## config.mk

```make
export PLATFORM = sky130hd
export DESIGN_NAME = cache_way_partition_manager
export DESIGN_NICKNAME = d
export VERILOG_FILES = /design/src/rtl/cwpm_pkg.sv /design/src/rtl/cwpm_div.sv /design/src/rtl/cwpm_dp.sv /design/src/rtl/cwpm_ctrl.sv /design/src/rtl/cache_way_partition_manager.sv
export SDC_FILE = /design/constraint.sdc
export NUM_CORES = 2
export LEC_CHECK = 0
export ABC_AREA = 1
export BUFFER_PORTS_ARGS = -buffer_cell sky130_fd_sc_hd__buf_2
export CAP_MARGIN = 20
export CORE_MARGIN = 2
export CORE_UTILIZATION = 25
export CTS_CLUSTER_SIZE = 20
export DETAILED_ROUTE_END_ITERATION = 12
export PLACE_DENSITY = 0.43
export SLEW_MARGIN = 20
export SYNTH_ARGS = -nofsm -noshare
export SYNTH_HDL_FRONTEND = slang
export SYNTH_SLANG_ARGS = --single-unit
```

## constraint.sdc

```tcl
create_clock -name clk -period 8.14 [get_ports clk]
set_input_delay 0.407 -clock clk [delete_from_list [all_inputs] [get_ports clk]]
set_output_delay 0.407 -clock clk [all_outputs]
set_load 0.01 [all_outputs]
```

## src/rtl/cwpm_pkg.sv

```systemverilog
// Shared types, constants and helpers for the cache way partition manager.
package cwpm_pkg;

	localparam int MAX_CLASSES = 16;
	localparam int MAX_WAYS    = 32;
	localparam int POOL        = MAX_CLASSES - 1;

	localparam logic [5:0] RESET_TOTAL_WAYS = 6'd20;
	localparam logic [4:0] RESET_CLASSES    = 5'd16;

	localparam logic [1:0] REQ_INSERT    = 2'd0;
	localparam logic [1:0] REQ_RM_REFLOW = 2'd1;
	localparam logic [1:0] REQ_RM_KEEP   = 2'd2;
	localparam logic [1:0] REQ_NONE      = 2'd3;

	localparam logic [1:0] ST_OK           = 2'd0;
	localparam logic [1:0] ST_NO_FREE      = 2'd1;
	localparam logic [1:0] ST_NOT_ASSIGNED = 2'd2;

	localparam logic CFG_TOTAL_WAYS  = 1'b0;
	localparam logic CFG_NUM_CLASSES = 1'b1;

	typedef enum logic [1:0] {
		DIV_GAP  = 2'd0,
		DIV_RND  = 2'd1,
		DIV_FAIR = 2'd2
	} div_sel_t;

	typedef struct packed {
		logic     load;
		logic     pop;
		logic     div_start;
		div_sel_t div_sel;
		logic     scan_init;
		logic     scan_step;
		logic     gap_rnd;
		logic     place;
		logic     rm;
		logic     fair_load;
		logic     refl_step;
		logic     emit_err;
		logic     emit_ack;
	} cmd_t;

	typedef struct packed {
		logic [1:0] req_type;
		logic       full_err;
		logic       pos_err;
		logic       small_list;
		logic       hint_ok;
		logic       ack_case;
		logic       div_done;
		logic       div_rem_zero;
		logic       scan_last;
		logic       refl_last;
		logic       slot_free;
	} sts_t;

	function automatic logic [3:0] cls_idx(input logic [3:0] c);
		return (c == 4'd0) ? 4'd0 : c - 4'd1;
	endfunction

	function automatic logic [31:0] mask_of(input logic [5:0] cnt, input logic [4:0] low);
		logic [32:0] ones;
		ones = (33'd1 << cnt) - 33'd1;
		return ones[31:0] << low;
	endfunction

endpackage

```

## src/rtl/cwpm_div.sv

```systemverilog
// Restoring divider, one quotient bit per cycle.
module cwpm_div (
	input  logic        clk,
	input  logic        arst_n,
	input  logic        start,
	input  logic [15:0] dividend,
	input  logic [3:0]  divisor,
	output logic        done,
	output logic [15:0] quo,
	output logic [3:0]  rem
);
	logic [4:0]  acc_q;
	logic [15:0] quo_q;
	logic [3:0]  dv_q;
	logic [3:0]  cnt_q;
	logic        busy_q;
	logic        done_q;
	logic [4:0]  trial;
	logic        fits;

	assign trial = {acc_q[3:0], quo_q[15]};
	assign fits  = trial >= {1'b0, dv_q};

	always_ff @(posedge clk or negedge arst_n) begin
		if (!arst_n) begin
			busy_q <= 1'b0;
			done_q <= 1'b0;
			cnt_q  <= 4'd0;
		end else begin
			done_q <= 1'b0;
			if (start) begin
				busy_q <= 1'b1;
				cnt_q  <= 4'd0;
			end else if (busy_q) begin
				cnt_q <= cnt_q + 4'd1;
				if (cnt_q == 4'd15) begin
					busy_q <= 1'b0;
					done_q <= 1'b1;
				end
			end
		end
	end

	always_ff @(posedge clk) begin
		if (start) begin
			acc_q <= 5'd0;
			quo_q <= dividend;
			dv_q  <= divisor;
		end else if (busy_q) begin
			acc_q <= fits ? trial - {1'b0, dv_q} : trial;
			quo_q <= {quo_q[14:0], fits};
		end
	end

	assign done = done_q;
	assign quo  = quo_q;
	assign rem  = acc_q[3:0];

endmodule

```

## src/rtl/cwpm_dp.sv

```systemverilog
// Datapath: partition tables, free stack, gap search, reflow and result register.
module cwpm_dp (
	input  logic                 clk,
	input  logic                 arst_n,
	input  cwpm_pkg::cmd_t       cmd,
	output cwpm_pkg::sts_t       sts,
	input  logic                 cfg_wr_en,
	input  logic                 cfg_index,
	input  logic [5:0]           cfg_wdata,
	input  logic [1:0]           req_type,
	input  logic signed [4:0]    gap_hint,
	input  logic [3:0]           remove_position,
	input  logic [15:0]          random_word,
	output logic                 out_valid,
	input  logic                 out_stall,
	output logic [1:0]           status,
	output logic [3:0]           class_id,
	output logic [31:0]          way_mask,
	output logic [4:0]           low_way,
	output logic [5:0]           way_count,
	output logic [3:0]           list_position,
	output logic                 bonus_way,
	output logic [3:0]           bouncing_ways,
	output logic                 last
);
	import cwpm_pkg::*;

	logic [5:0] total_q;
	logic [3:0] assigned_q, free_cnt_q, rem_ways_q;
	logic [3:0] order_q [POOL];
	logic [3:0] stack_q [POOL];
	logic [4:0] start_q [POOL];
	logic [5:0] width_q [POOL];

	logic [1:0]  type_q;
	logic [4:0]  hint_q;
	logic [3:0]  pos_q, nold_q, c_q, gap_q, j_q, step_q;
	logic [15:0] rnd_q;
	logic [5:0]  prevw_q, fair_q, cursor_q;
	logic signed [7:0] best_q;
	logic        asc_q;
	logic [1:0]  nbr_q;
	logic [3:0]  rcnt_q;
	logic signed [4:0] na_q, nb_q, excl_q;
	logic        out_valid_q;

	// divider
	logic [15:0] dv_dividend, dv_quo;
	logic [3:0]  dv_divisor, dv_rem;
	logic        dv_done;

	always_comb begin
		case (cmd.div_sel)
			DIV_RND: begin
				dv_dividend = rnd_q;
				dv_divisor  = nold_q - 4'd1;
			end
			DIV_FAIR: begin
				dv_dividend = {10'd0, total_q};
				dv_divisor  = assigned_q;
			end
			default: begin
				dv_dividend = {10'd0, total_q};
				dv_divisor  = nold_q;
			end
		endcase
	end

	cwpm_div u_div (
		.clk      (clk),
		.arst_n   (arst_n),
		.start    (cmd.div_start),
		.dividend (dv_dividend),
		.divisor  (dv_divisor),
		.done     (dv_done),
		.quo      (dv_quo),
		.rem      (dv_rem)
	);

	// gap scan
	logic [5:0]        scan_w;
	logic signed [7:0] bias;
	assign scan_w = width_q[cls_idx(order_q[j_q])];
	assign bias   = $signed({2'b00, prevw_q}) + $signed({2'b00, scan_w})
	              - $signed({1'b0, fair_q, 1'b0});

	// reflow step
	logic [3:0]  ri, rc, rci;
	logic        r_nbr, r_rem, r_extra;
	logic [5:0]  r_cnt, r_low;
	assign ri      = asc_q ? step_q : assigned_q - 4'd1 - step_q;
	assign rc      = order_q[ri];
	assign rci     = cls_idx(rc);
	assign r_nbr   = (nbr_q != 2'd0) && ($signed({1'b0, ri}) == na_q
	               || $signed({1'b0, ri}) == nb_q);
	assign r_rem   = !r_nbr && (rcnt_q != 4'd0) && ($signed({1'b0, ri}) != excl_q);
	assign r_extra = r_nbr || r_rem;
	assign r_cnt   = fair_q + {5'd0, r_extra};
	assign r_low   = asc_q ? cursor_q : cursor_q - r_cnt;

	// remove
	logic [3:0] rm_c, rm_ci, ack_ci;
	logic [6:0] rm_mid;
	assign rm_c   = order_q[pos_q];
	assign rm_ci  = cls_idx(rm_c);
	assign rm_mid = {2'b00, width_q[rm_ci][5:1]} + {2'b00, start_q[rm_ci]};
	assign ack_ci = cls_idx(c_q);

	// fair load
	logic       interior;
	logic [1:0] nbr_n;
	always_comb begin
		if (type_q == REQ_INSERT)
			interior = (gap_q != 4'd0) && (gap_q != nold_q);
		else
			interior = (pos_q != 4'd0) && (pos_q != nold_q - 4'd1);
		nbr_n = 2'd0;
		if (interior)
			nbr_n = (dv_rem < 4'd2) ? dv_rem[1:0] : 2'd2;
	end

	logic [5:0] wv;
	logic [4:0] cv;
	always_comb begin
		wv = cfg_wdata;
		if (wv < 6'd2)
			wv = 6'd2;
		else if (wv > 6'(MAX_WAYS))
			wv = 6'(MAX_WAYS);
		cv = cfg_wdata[4:0];
		if (cv < 5'd2)
			cv = 5'd2;
		else if (cv > 5'(MAX_CLASSES))
			cv = 5'(MAX_CLASSES);
	end

	always_ff @(posedge clk or negedge arst_n) begin
		if (!arst_n) begin
			total_q    <= RESET_TOTAL_WAYS;
			assigned_q <= 4'd0;
			free_cnt_q <= 4'(RESET_CLASSES - 5'd1);
			rem_ways_q <= 4'd0;
			for (int k = 0; k < POOL; k++) begin
				stack_q[k] <= 4'(k + 1);
				start_q[k] <= 5'd0;
				width_q[k] <= RESET_TOTAL_WAYS;
			end
		end else begin
			if (cfg_wr_en && cfg_index == CFG_TOTAL_WAYS)
				total_q <= wv;
			if (cfg_wr_en && cfg_index == CFG_NUM_CLASSES) begin
				assigned_q <= 4'd0;
				free_cnt_q <= 4'(cv - 5'd1);
				rem_ways_q <= 4'd0;
				for (int k = 0; k < POOL; k++) begin
					stack_q[k] <= 4'(k + 1);
					start_q[k] <= 5'd0;
					width_q[k] <= total_q;
				end
			end
			if (cmd.pop) begin
				for (int k = 0; k < POOL - 1; k++)
					stack_q[k] <= stack_q[k + 1];
				free_cnt_q <= free_cnt_q - 4'd1;
			end
			if (cmd.place)
				assigned_q <= assigned_q + 4'd1;
			if (cmd.rm) begin
				for (int k = 1; k < POOL; k++)
					stack_q[k] <= stack_q[k - 1];
				stack_q[0] <= rm_c;
				free_cnt_q <= free_cnt_q + 4'd1;
				assigned_q <= assigned_q - 4'd1;
			end
			if (cmd.fair_load)
				rem_ways_q <= dv_rem;
			if (cmd.emit_ack && type_q == REQ_RM_REFLOW)
				rem_ways_q <= 4'd0;
			if (cmd.refl_step) begin
				start_q[rci] <= r_low[4:0];
				width_q[rci] <= r_cnt;
			end
		end
	end

	// list order and working registers
	always_ff @(posedge clk) begin
		if (cmd.load) begin
			type_q <= req_type;
			hint_q <= gap_hint;
			pos_q  <= remove_position;
			rnd_q  <= random_word;
			nold_q <= assigned_q;
		end
		if (cmd.pop) begin
			c_q <= stack_q[0];
			if (sts.small_list)
				gap_q <= 4'd0;
			else if (sts.hint_ok)
				gap_q <= hint_q[3:0];
		end
		if (cmd.scan_init) begin
			fair_q <= dv_quo[5:0];
			j_q    <= 4'd0;
			best_q <= -8'sd1;
			gap_q  <= 4'd1;
		end
		if (cmd.scan_step) begin
			if (j_q != 4'd0 && bias > best_q) begin
				best_q <= bias;
				gap_q  <= j_q;
			end
			prevw_q <= scan_w;
			j_q     <= j_q + 4'd1;
		end
		if (cmd.gap_rnd)
			gap_q <= dv_rem + 4'd1;
		if (cmd.place) begin
			if (gap_q == 4'd0)
				order_q[0] <= c_q;
			for (int k = 1; k < POOL; k++) begin
				if (4'(k) == gap_q)
					order_q[k] <= c_q;
				else if (4'(k) > gap_q)
					order_q[k] <= order_q[k - 1];
			end
		end
		if (cmd.rm) begin
			c_q   <= rm_c;
			asc_q <= rm_mid <= {2'b00, total_q[5:1]};
			for (int k = 0; k < POOL - 1; k++) begin
				if (4'(k) >= pos_q)
					order_q[k] <= order_q[k + 1];
			end
		end
		if (cmd.fair_load) begin
			fair_q <= dv_quo[5:0];
			nbr_q  <= nbr_n;
			rcnt_q <= dv_rem - {2'b00, nbr_n};
			step_q <= 4'd0;
			if (type_q == REQ_INSERT) begin
				asc_q    <= gap_q <= {1'b0, nold_q[3:1]};
				cursor_q <= (gap_q <= {1'b0, nold_q[3:1]}) ? 6'd0 : total_q;
				na_q     <= $signed({1'b0, gap_q}) + 5'sd1;
				nb_q     <= $signed({1'b0, gap_q}) - 5'sd1;
				excl_q   <= $signed({1'b0, gap_q});
			end else begin
				cursor_q <= asc_q ? 6'd0 : total_q;
				na_q     <= $signed({1'b0, pos_q});
				nb_q     <= $signed({1'b0, pos_q}) - 5'sd1;
				excl_q   <= -5'sd1;
			end
		end
		if (cmd.refl_step) begin
			step_q   <= step_q + 4'd1;
			cursor_q <= asc_q ? cursor_q + r_cnt : r_low;
			if (r_nbr)
				nbr_q <= nbr_q - 2'd1;
			if (r_rem)
				rcnt_q <= rcnt_q - 4'd1;
		end
	end

	// result register
	always_ff @(posedge clk or negedge arst_n) begin
		if (!arst_n)
			out_valid_q <= 1'b0;
		else if (cmd.emit_err || cmd.emit_ack || cmd.refl_step)
			out_valid_q <= 1'b1;
		else if (!out_stall)
			out_valid_q <= 1'b0;
	end

	always_ff @(posedge clk) begin
		if (cmd.emit_err) begin
			status        <= (type_q == REQ_INSERT) ? ST_NO_FREE : ST_NOT_ASSIGNED;
			class_id      <= 4'd0;
			way_mask      <= 32'd0;
			low_way       <= 5'd0;
			way_count     <= 6'd0;
			list_position <= 4'd0;
			bonus_way     <= 1'b0;
			bouncing_ways <= 4'd0;
			last          <= 1'b1;
		end else if (cmd.emit_ack) begin
			status        <= ST_OK;
			class_id      <= c_q;
			way_mask      <= mask_of(width_q[ack_ci], start_q[ack_ci]);
			low_way       <= start_q[ack_ci];
			way_count     <= width_q[ack_ci];
			list_position <= pos_q;
			bonus_way     <= 1'b0;
			bouncing_ways <= (type_q == REQ_RM_REFLOW) ? 4'd0 : rem_ways_q;
			last          <= 1'b1;
		end else if (cmd.refl_step) begin
			status        <= ST_OK;
			class_id      <= rc;
			way_mask      <= mask_of(r_cnt, r_low[4:0]);
			low_way       <= r_low[4:0];
			way_count     <= r_cnt;
			list_position <= ri;
			bonus_way     <= r_extra;
			bouncing_ways <= rem_ways_q;
			last          <= sts.refl_last;
		end
	end

	assign out_valid = out_valid_q;

	always_comb begin
		sts.req_type     = type_q;
		sts.full_err     = (free_cnt_q == 4'd0) || (assigned_q == 4'(POOL));
		sts.pos_err      = pos_q >= assigned_q;
		sts.small_list   = nold_q < 4'd2;
		sts.hint_ok      = !hint_q[4] && (hint_q[3:0] <= nold_q);
		sts.ack_case     = (type_q == REQ_RM_KEEP) || (nold_q == 4'd1);
		sts.div_done     = dv_done;
		sts.div_rem_zero = dv_rem == 4'd0;
		sts.scan_last    = j_q == nold_q - 4'd1;
		sts.refl_last    = step_q == assigned_q - 4'd1;
		sts.slot_free    = !out_valid_q || !out_stall;
	end

	a_pool_sum: assert property (@(posedge clk) disable iff (!arst_n)
		({1'b0, assigned_q} + {1'b0, free_cnt_q}) <= 5'(POOL))
		else $error("assigned plus free classes exceed pool");
	a_err_mask: assert property (@(posedge clk) disable iff (!arst_n)
		out_valid_q && status != ST_OK |-> way_mask == 32'd0 && last)
		else $error("error result carries payload");
	a_pop: assert property (@(posedge clk) disable iff (!arst_n)
		cmd.pop && !cfg_wr_en |=> free_cnt_q == $past(free_cnt_q) - 4'd1)
		else $error("free count not decremented on pop");

endmodule

```

## src/rtl/cwpm_ctrl.sv

```systemverilog
// Controller: sequences decode, gap choice, list update, division and reflow.
module cwpm_ctrl (
	input  logic           clk,
	input  logic           arst_n,
	input  logic           in_valid,
	output logic           in_stall,
	input  cwpm_pkg::sts_t sts,
	output cwpm_pkg::cmd_t cmd
);
	import cwpm_pkg::*;

	typedef enum logic [12:0] {
		S_IDLE   = 13'b0000000000001,
		S_DEC    = 13'b0000000000010,
		S_ERR    = 13'b0000000000100,
		S_POP    = 13'b0000000001000,
		S_GDIV   = 13'b0000000010000,
		S_RDIV   = 13'b0000000100000,
		S_SCAN   = 13'b0000001000000,
		S_PLACE  = 13'b0000010000000,
		S_FSTART = 13'b0000100000000,
		S_FDIV   = 13'b0001000000000,
		S_RM     = 13'b0010000000000,
		S_ACK    = 13'b0100000000000,
		S_REFL   = 13'b1000000000000
	} state_t;

	state_t state_q, state_n;

	always_comb begin
		state_n = state_q;
		cmd     = '0;
		cmd.div_sel = DIV_GAP;
		unique case (state_q)
			S_IDLE: begin
				if (in_valid) begin
					cmd.load = 1'b1;
					state_n  = S_DEC;
				end
			end
			S_DEC: begin
				if (sts.req_type == REQ_NONE)
					state_n = S_IDLE;
				else if (sts.req_type == REQ_INSERT)
					state_n = sts.full_err ? S_ERR : S_POP;
				else
					state_n = sts.pos_err ? S_ERR : S_RM;
			end
			S_ERR: begin
				if (sts.slot_free) begin
					cmd.emit_err = 1'b1;
					state_n      = S_IDLE;
				end
			end
			S_POP: begin
				cmd.pop = 1'b1;
				if (sts.small_list || sts.hint_ok) begin
					state_n = S_PLACE;
				end else begin
					cmd.div_start = 1'b1;
					state_n       = S_GDIV;
				end
			end
			S_GDIV: begin
				if (sts.div_done) begin
					if (sts.div_rem_zero) begin
						// even split: random gap
						cmd.div_start = 1'b1;
						cmd.div_sel   = DIV_RND;
						state_n       = S_RDIV;
					end else begin
						cmd.scan_init = 1'b1;
						state_n       = S_SCAN;
					end
				end
			end
			S_RDIV: begin
				cmd.div_sel = DIV_RND;
				if (sts.div_done) begin
					cmd.gap_rnd = 1'b1;
					state_n     = S_PLACE;
				end
			end
			S_SCAN: begin
				cmd.scan_step = 1'b1;
				if (sts.scan_last)
					state_n = S_PLACE;
			end
			S_PLACE: begin
				cmd.place = 1'b1;
				state_n   = S_FSTART;
			end
			S_FSTART: begin
				cmd.div_start = 1'b1;
				cmd.div_sel   = DIV_FAIR;
				state_n       = S_FDIV;
			end
			S_FDIV: begin
				cmd.div_sel = DIV_FAIR;
				if (sts.div_done) begin
					cmd.fair_load = 1'b1;
					state_n       = S_REFL;
				end
			end
			S_RM: begin
				cmd.rm  = 1'b1;
				state_n = sts.ack_case ? S_ACK : S_FSTART;
			end
			S_ACK: begin
				if (sts.slot_free) begin
					cmd.emit_ack = 1'b1;
					state_n      = S_IDLE;
				end
			end
			S_REFL: begin
				if (sts.slot_free) begin
					cmd.refl_step = 1'b1;
					if (sts.refl_last)
						state_n = S_IDLE;
				end
			end
			default: state_n = S_IDLE;
		endcase
	end

	always_ff @(posedge clk or negedge arst_n) begin
		if (!arst_n)
			state_q <= S_IDLE;
		else
			state_q <= state_n;
	end

	assign in_stall = state_q != S_IDLE;

	a_one_action: assert property (@(posedge clk) disable iff (!arst_n)
		$onehot0({cmd.emit_err, cmd.emit_ack, cmd.refl_step}))
		else $error("two results issued in one cycle");
	a_emit_slot: assert property (@(posedge clk) disable iff (!arst_n)
		(cmd.emit_err || cmd.emit_ack || cmd.refl_step) |-> sts.slot_free)
		else $error("result issued into occupied output register");
	a_load_idle: assert property (@(posedge clk) disable iff (!arst_n)
		cmd.load |=> state_q == S_DEC)
		else $error("request load did not move to decode");

endmodule

```

## src/rtl/cache_way_partition_manager.sv

```systemverilog
// Top level of the cache way partition manager.
//   channel  | handshake               | payload
//   request  | in_valid / in_stall     | req_type gap_hint remove_position random_word
//   result   | out_valid / out_stall   | status class_id way_mask low_way way_count
//            |                         | list_position bonus_way bouncing_ways last
//   config   | cfg_wr_en               | cfg_index cfg_wdata
// One request at a time. Insert: one division for the fair share plus none, one
// or two for the gap choice, a gap-scan step per list entry, then one result per
// reflow step; remove: one division before the reflow, none for a keep request
// or the last class. Reset clears all control state. A stalled output holds the
// next reflow step; in_stall stays high until the last result of the request is
// in the output register.
module cache_way_partition_manager (
	input  logic              clk,
	input  logic              arst_n,
	input  logic              cfg_wr_en,
	input  logic              cfg_index,
	input  logic [5:0]        cfg_wdata,
	input  logic              in_valid,
	output logic              in_stall,
	input  logic [1:0]        req_type,
	input  logic signed [4:0] gap_hint,
	input  logic [3:0]        remove_position,
	input  logic [15:0]       random_word,
	output logic              out_valid,
	input  logic              out_stall,
	output logic [1:0]        status,
	output logic [3:0]        class_id,
	output logic [31:0]       way_mask,
	output logic [4:0]        low_way,
	output logic [5:0]        way_count,
	output logic [3:0]        list_position,
	output logic              bonus_way,
	output logic [3:0]        bouncing_ways,
	output logic              last
);
	import cwpm_pkg::*;

	cmd_t cmd;
	sts_t sts;

	cwpm_ctrl u_ctrl (
		.clk      (clk),
		.arst_n   (arst_n),
		.in_valid (in_valid),
		.in_stall (in_stall),
		.sts      (sts),
		.cmd      (cmd)
	);

	cwpm_dp u_dp (
		.clk             (clk),
		.arst_n          (arst_n),
		.cmd             (cmd),
		.sts             (sts),
		.cfg_wr_en       (cfg_wr_en),
		.cfg_index       (cfg_index),
		.cfg_wdata       (cfg_wdata),
		.req_type        (req_type),
		.gap_hint        (gap_hint),
		.remove_position (remove_position),
		.random_word     (random_word),
		.out_valid       (out_valid),
		.out_stall       (out_stall),
		.status          (status),
		.class_id        (class_id),
		.way_mask        (way_mask),
		.low_way         (low_way),
		.way_count       (way_count),
		.list_position   (list_position),
		.bonus_way       (bonus_way),
		.bouncing_ways   (bouncing_ways),
		.last            (last)
	);

endmodule

```

==> impl_results.md <==
- CP max FO: 18
- Peak supply drop: 517 µV
- Post-route antenna net violation count: 0
- Clk root buf: clkbuf_16
- Top Ports: 100
- Clock Latency Late Sink: 0.68 ns
- Sw power: 6.28 mW
- R2R setup slack: 0.52 ns
- Clock power share: 22.9%
- Tcrit/Tclk final: 93.6%
- Cts bufs inserted: 67
- Sw Share: 47.6%
- Largest net degree at the start of global routing: 118
- Hold path start: cfg_wdata[4]
- Share of layout cells above drive strength 1: 9.70%
- Pre-CTS setup slack: 0.161 ns
- Top_reg_cell synth: dfrtp_1
- Vias: 35.9k
- Core area: 141,000 µm²
- Status: finished clean
- Setup Total Neg Slack: 0 ns
- Pleak: 18.1 nW
- Hold Path Sink: u_dp.total_q[4]
- Mapped Avg Cell Area: 7.05 µm²
- Hold Vio Cnt, Final: 0
- Die Width: 381 µm
- Max stage delay cell, worst path: clkinv_1
- Die Area: 146,000 µm²
- Gate power share: 51.5%
- Internal power: 6.90 mW
- Syn Nets: 5,192
- Initial Util: 25.2%
- CTS sink count: 508
- Placed wire-length estimate: 106,000 µm
- Number of global-route vias before repair: 34.7k
- Worst r2r dst: u_dp.gap_q[1]
- Vias per cell: 5.12
- Reg power frac: 25.5%
- Maximum clock rate: 131 MHz
- 1st-iter DRT viols: 3,201
- First-pass GRT wire length: 225,000 µm
- 1st-pass router iterations: 6
- PD cells: 324 nW/µm²
- Clock transition at path regs: 0.06 ns
- Worst-margin pin slew: 1.08 ns
- Number of enable flip-flop cells after synthesis: 157
- Filler cells: 15.6k
- Post-layout util: 28.7%
- CP Buf/Inv Count: 11
- Placed cell areas: 38,000 µm²
- Multi-input gate area: 19,100 µm²
- Final min period: 7.62 ns
- Post-route cell area: 40,600 µm²
- Placer Congestion: 0.902
- Yosys warning total: 0
- Hold Slack: 0.0754 ns
- R2R depth: 39
- CP dominant cell by count: o21ai_0
- Share of the synthesized area in the top cell type: 13.6%
- Sequential cell area: 13,100 µm²
- Max Cap Violations: 0
- Seq/Total Area, Yosys: 36.9%
- Area contributors post-synth: dfrtp_1 14%, edfxtp_1 13%, nand2_1 11%
- PortBufs: 99
- Required time of the critical path: 8.68 ns
- DRC viols: 0
- Seq cells post-synth: 508
- Final setup skew: 0.0313 ns
- Final WL: 149,000 µm
- Setup crit start kind: flip-flop
- Top-count cell post-synth: nand2_1
- Delay-heaviest family, CP: compound AO/OA/AOI/OAI gates
- Worst Hold Class: in -> reg
- Crit path largest cell delay: 0.48 ns
- CP Class: reg -> reg
- H-tree levels: 3
- Unique masters post-synth: 66
- Inserted Diodes: 0
- CTS tree: built
- Syn Inst Count: 5,055
- Final Max Slew Viols: 0
- Grt ovf: 0
- Routed len/inst: 21.3 µm
- Setup WS post-layout: 0.518 ns
- Async set or reset register ratio after synthesis: 51.8%
- CP Capture Type: flip-flop
- Global Route Usage Sum: 20.0%
- # setup viols final: 0
- Top cell type by total area after synthesis: dfrtp_1
- Die Y: 381 µm
- Synthesis-to-layout area growth: 14.1%
- Netlist Area Pre-Place: 35,600 µm²
- CTS max path bufs: 3
- WP data arrival: 8.16 ns
- Initial antenna violation count: 2
- Hold path cells: 3
- Final #Nets: 5,197
- Worst slew margin: 28.0%
- Most frequent cells after synthesis: 1,055 x nand2_1, 580 x nand3_1, 578 x o21ai_0
- # rows: 138
## registers in the layout (all words and copies together), names as in the netlist, 8 cells and up, named ones only
name            count
u_ctrl.state_q     13
u_dp.width_q       90
u_dp.order_q       60
u_dp.stack_q       60
u_dp.u_div.quo     16
u_dp.best_q         8
u_dp.start_q       75
u_dp.rnd_q         16
u_dp.way_mask      32
## per-stage QoR
| stage | power (mW) | std cells |
|---|---|---|
| 3_3_place_gp | 10.0 | 6839 |
| 2_1_floorplan | 7.71 | 5055 |
| 5_1_grt | 14.2 | 7004 |
| 3_5_place_dp | 10.1 | 6840 |
| 6_report | 13.2 | 7004 |
| 4_1_cts | 13.2 | 6992 |
## cells in the final DEF (no fill, tap or decap), drive strengths merged, types with 78 or more instances in the layout
master,n
ha,91
dfxtp,88
edfxtp,157
nand2,1074
o221ai,78
dfrtp,194
buf,206
a31oi,83
inv,570
a21oi,262
nor2,433
o21ai,607
nand3,589
clkbuf,97
## timing repair
action,in CTS,in global routing
hold endpoints to repair,97,0
buffers inserted,0,8
endpoints found under the setup margin,0,23
resized for setup,0,9
hold buffers,29,0
## worst min-delay path, cell delays in order
cell and delay, ns:
buf_2 0.15, nand2_1 0.10, o21ai_0 0.08
## worst max path at each step
stage	start	end	slack, ns	cells after the start
after floorplan	flip-flop	u_dp.best_q[2]	1.49	46
final	flip-flop	u_dp.gap_q[1]	0.52	39
after detailed placement	flip-flop	u_dp.gap_q[1]	0.16	36
after CTS	flip-flop	u_dp.gap_q[1]	0.11	36
after global routing	flip-flop	u_dp.best_q[1]	-0.02	40
after global placement	flip-flop	u_dp.gap_q[1]	0.21	38
## layout make-up
type | instances | area share (%)
repair buffers | 235 | 4.06
flip-flops and latches | 508 | 32.3
clock buffers | 97 | 4.60
repair inverters | 3 | 0.0431
well taps | 1890 | 5.82
clock inverters | 26 | 0.757
inverters | 585 | 5.44
multi-input cells | 3660 | 46.9
## kinds of logic (layout without fill, tap and decap cells)
family          after synthesis  after routing  share of synthesized area (%)
simple gates               2205           2205                           26.6
fa+ha+maj                    98             98                           3.59
mux                           8              8                          0.225
xor+xnor                     65             65                           1.64
buf+inv                     887            946                           9.88
flops                       508            508                           36.9
compound gates             1284           1284                           21.1
## power groups by stage
stage | sequential [mW] | combinational [mW] | clock, mW
6_report | 3.36 | 6.79 | 3.02
5_1_grt | 3.40 | 7.54 | 3.21
4_1_cts | 3.36 | 6.71 | 3.11
3_5_place_dp | 3.40 | 6.67 | 0
3_3_place_gp | 3.41 | 6.61 | 0
2_1_floorplan | 3.29 | 4.42 | 0
## per-layer routing
metal | wire length, µm | track usage (%)
met5 | 0 | 0
met4 | 3820 | 5.44
met3 | 7580 | 2.94
met2 | 68500 | 32.6
met1 | 69200 | 27.5
Note: power is estimated with default switching activity, not from simulation.
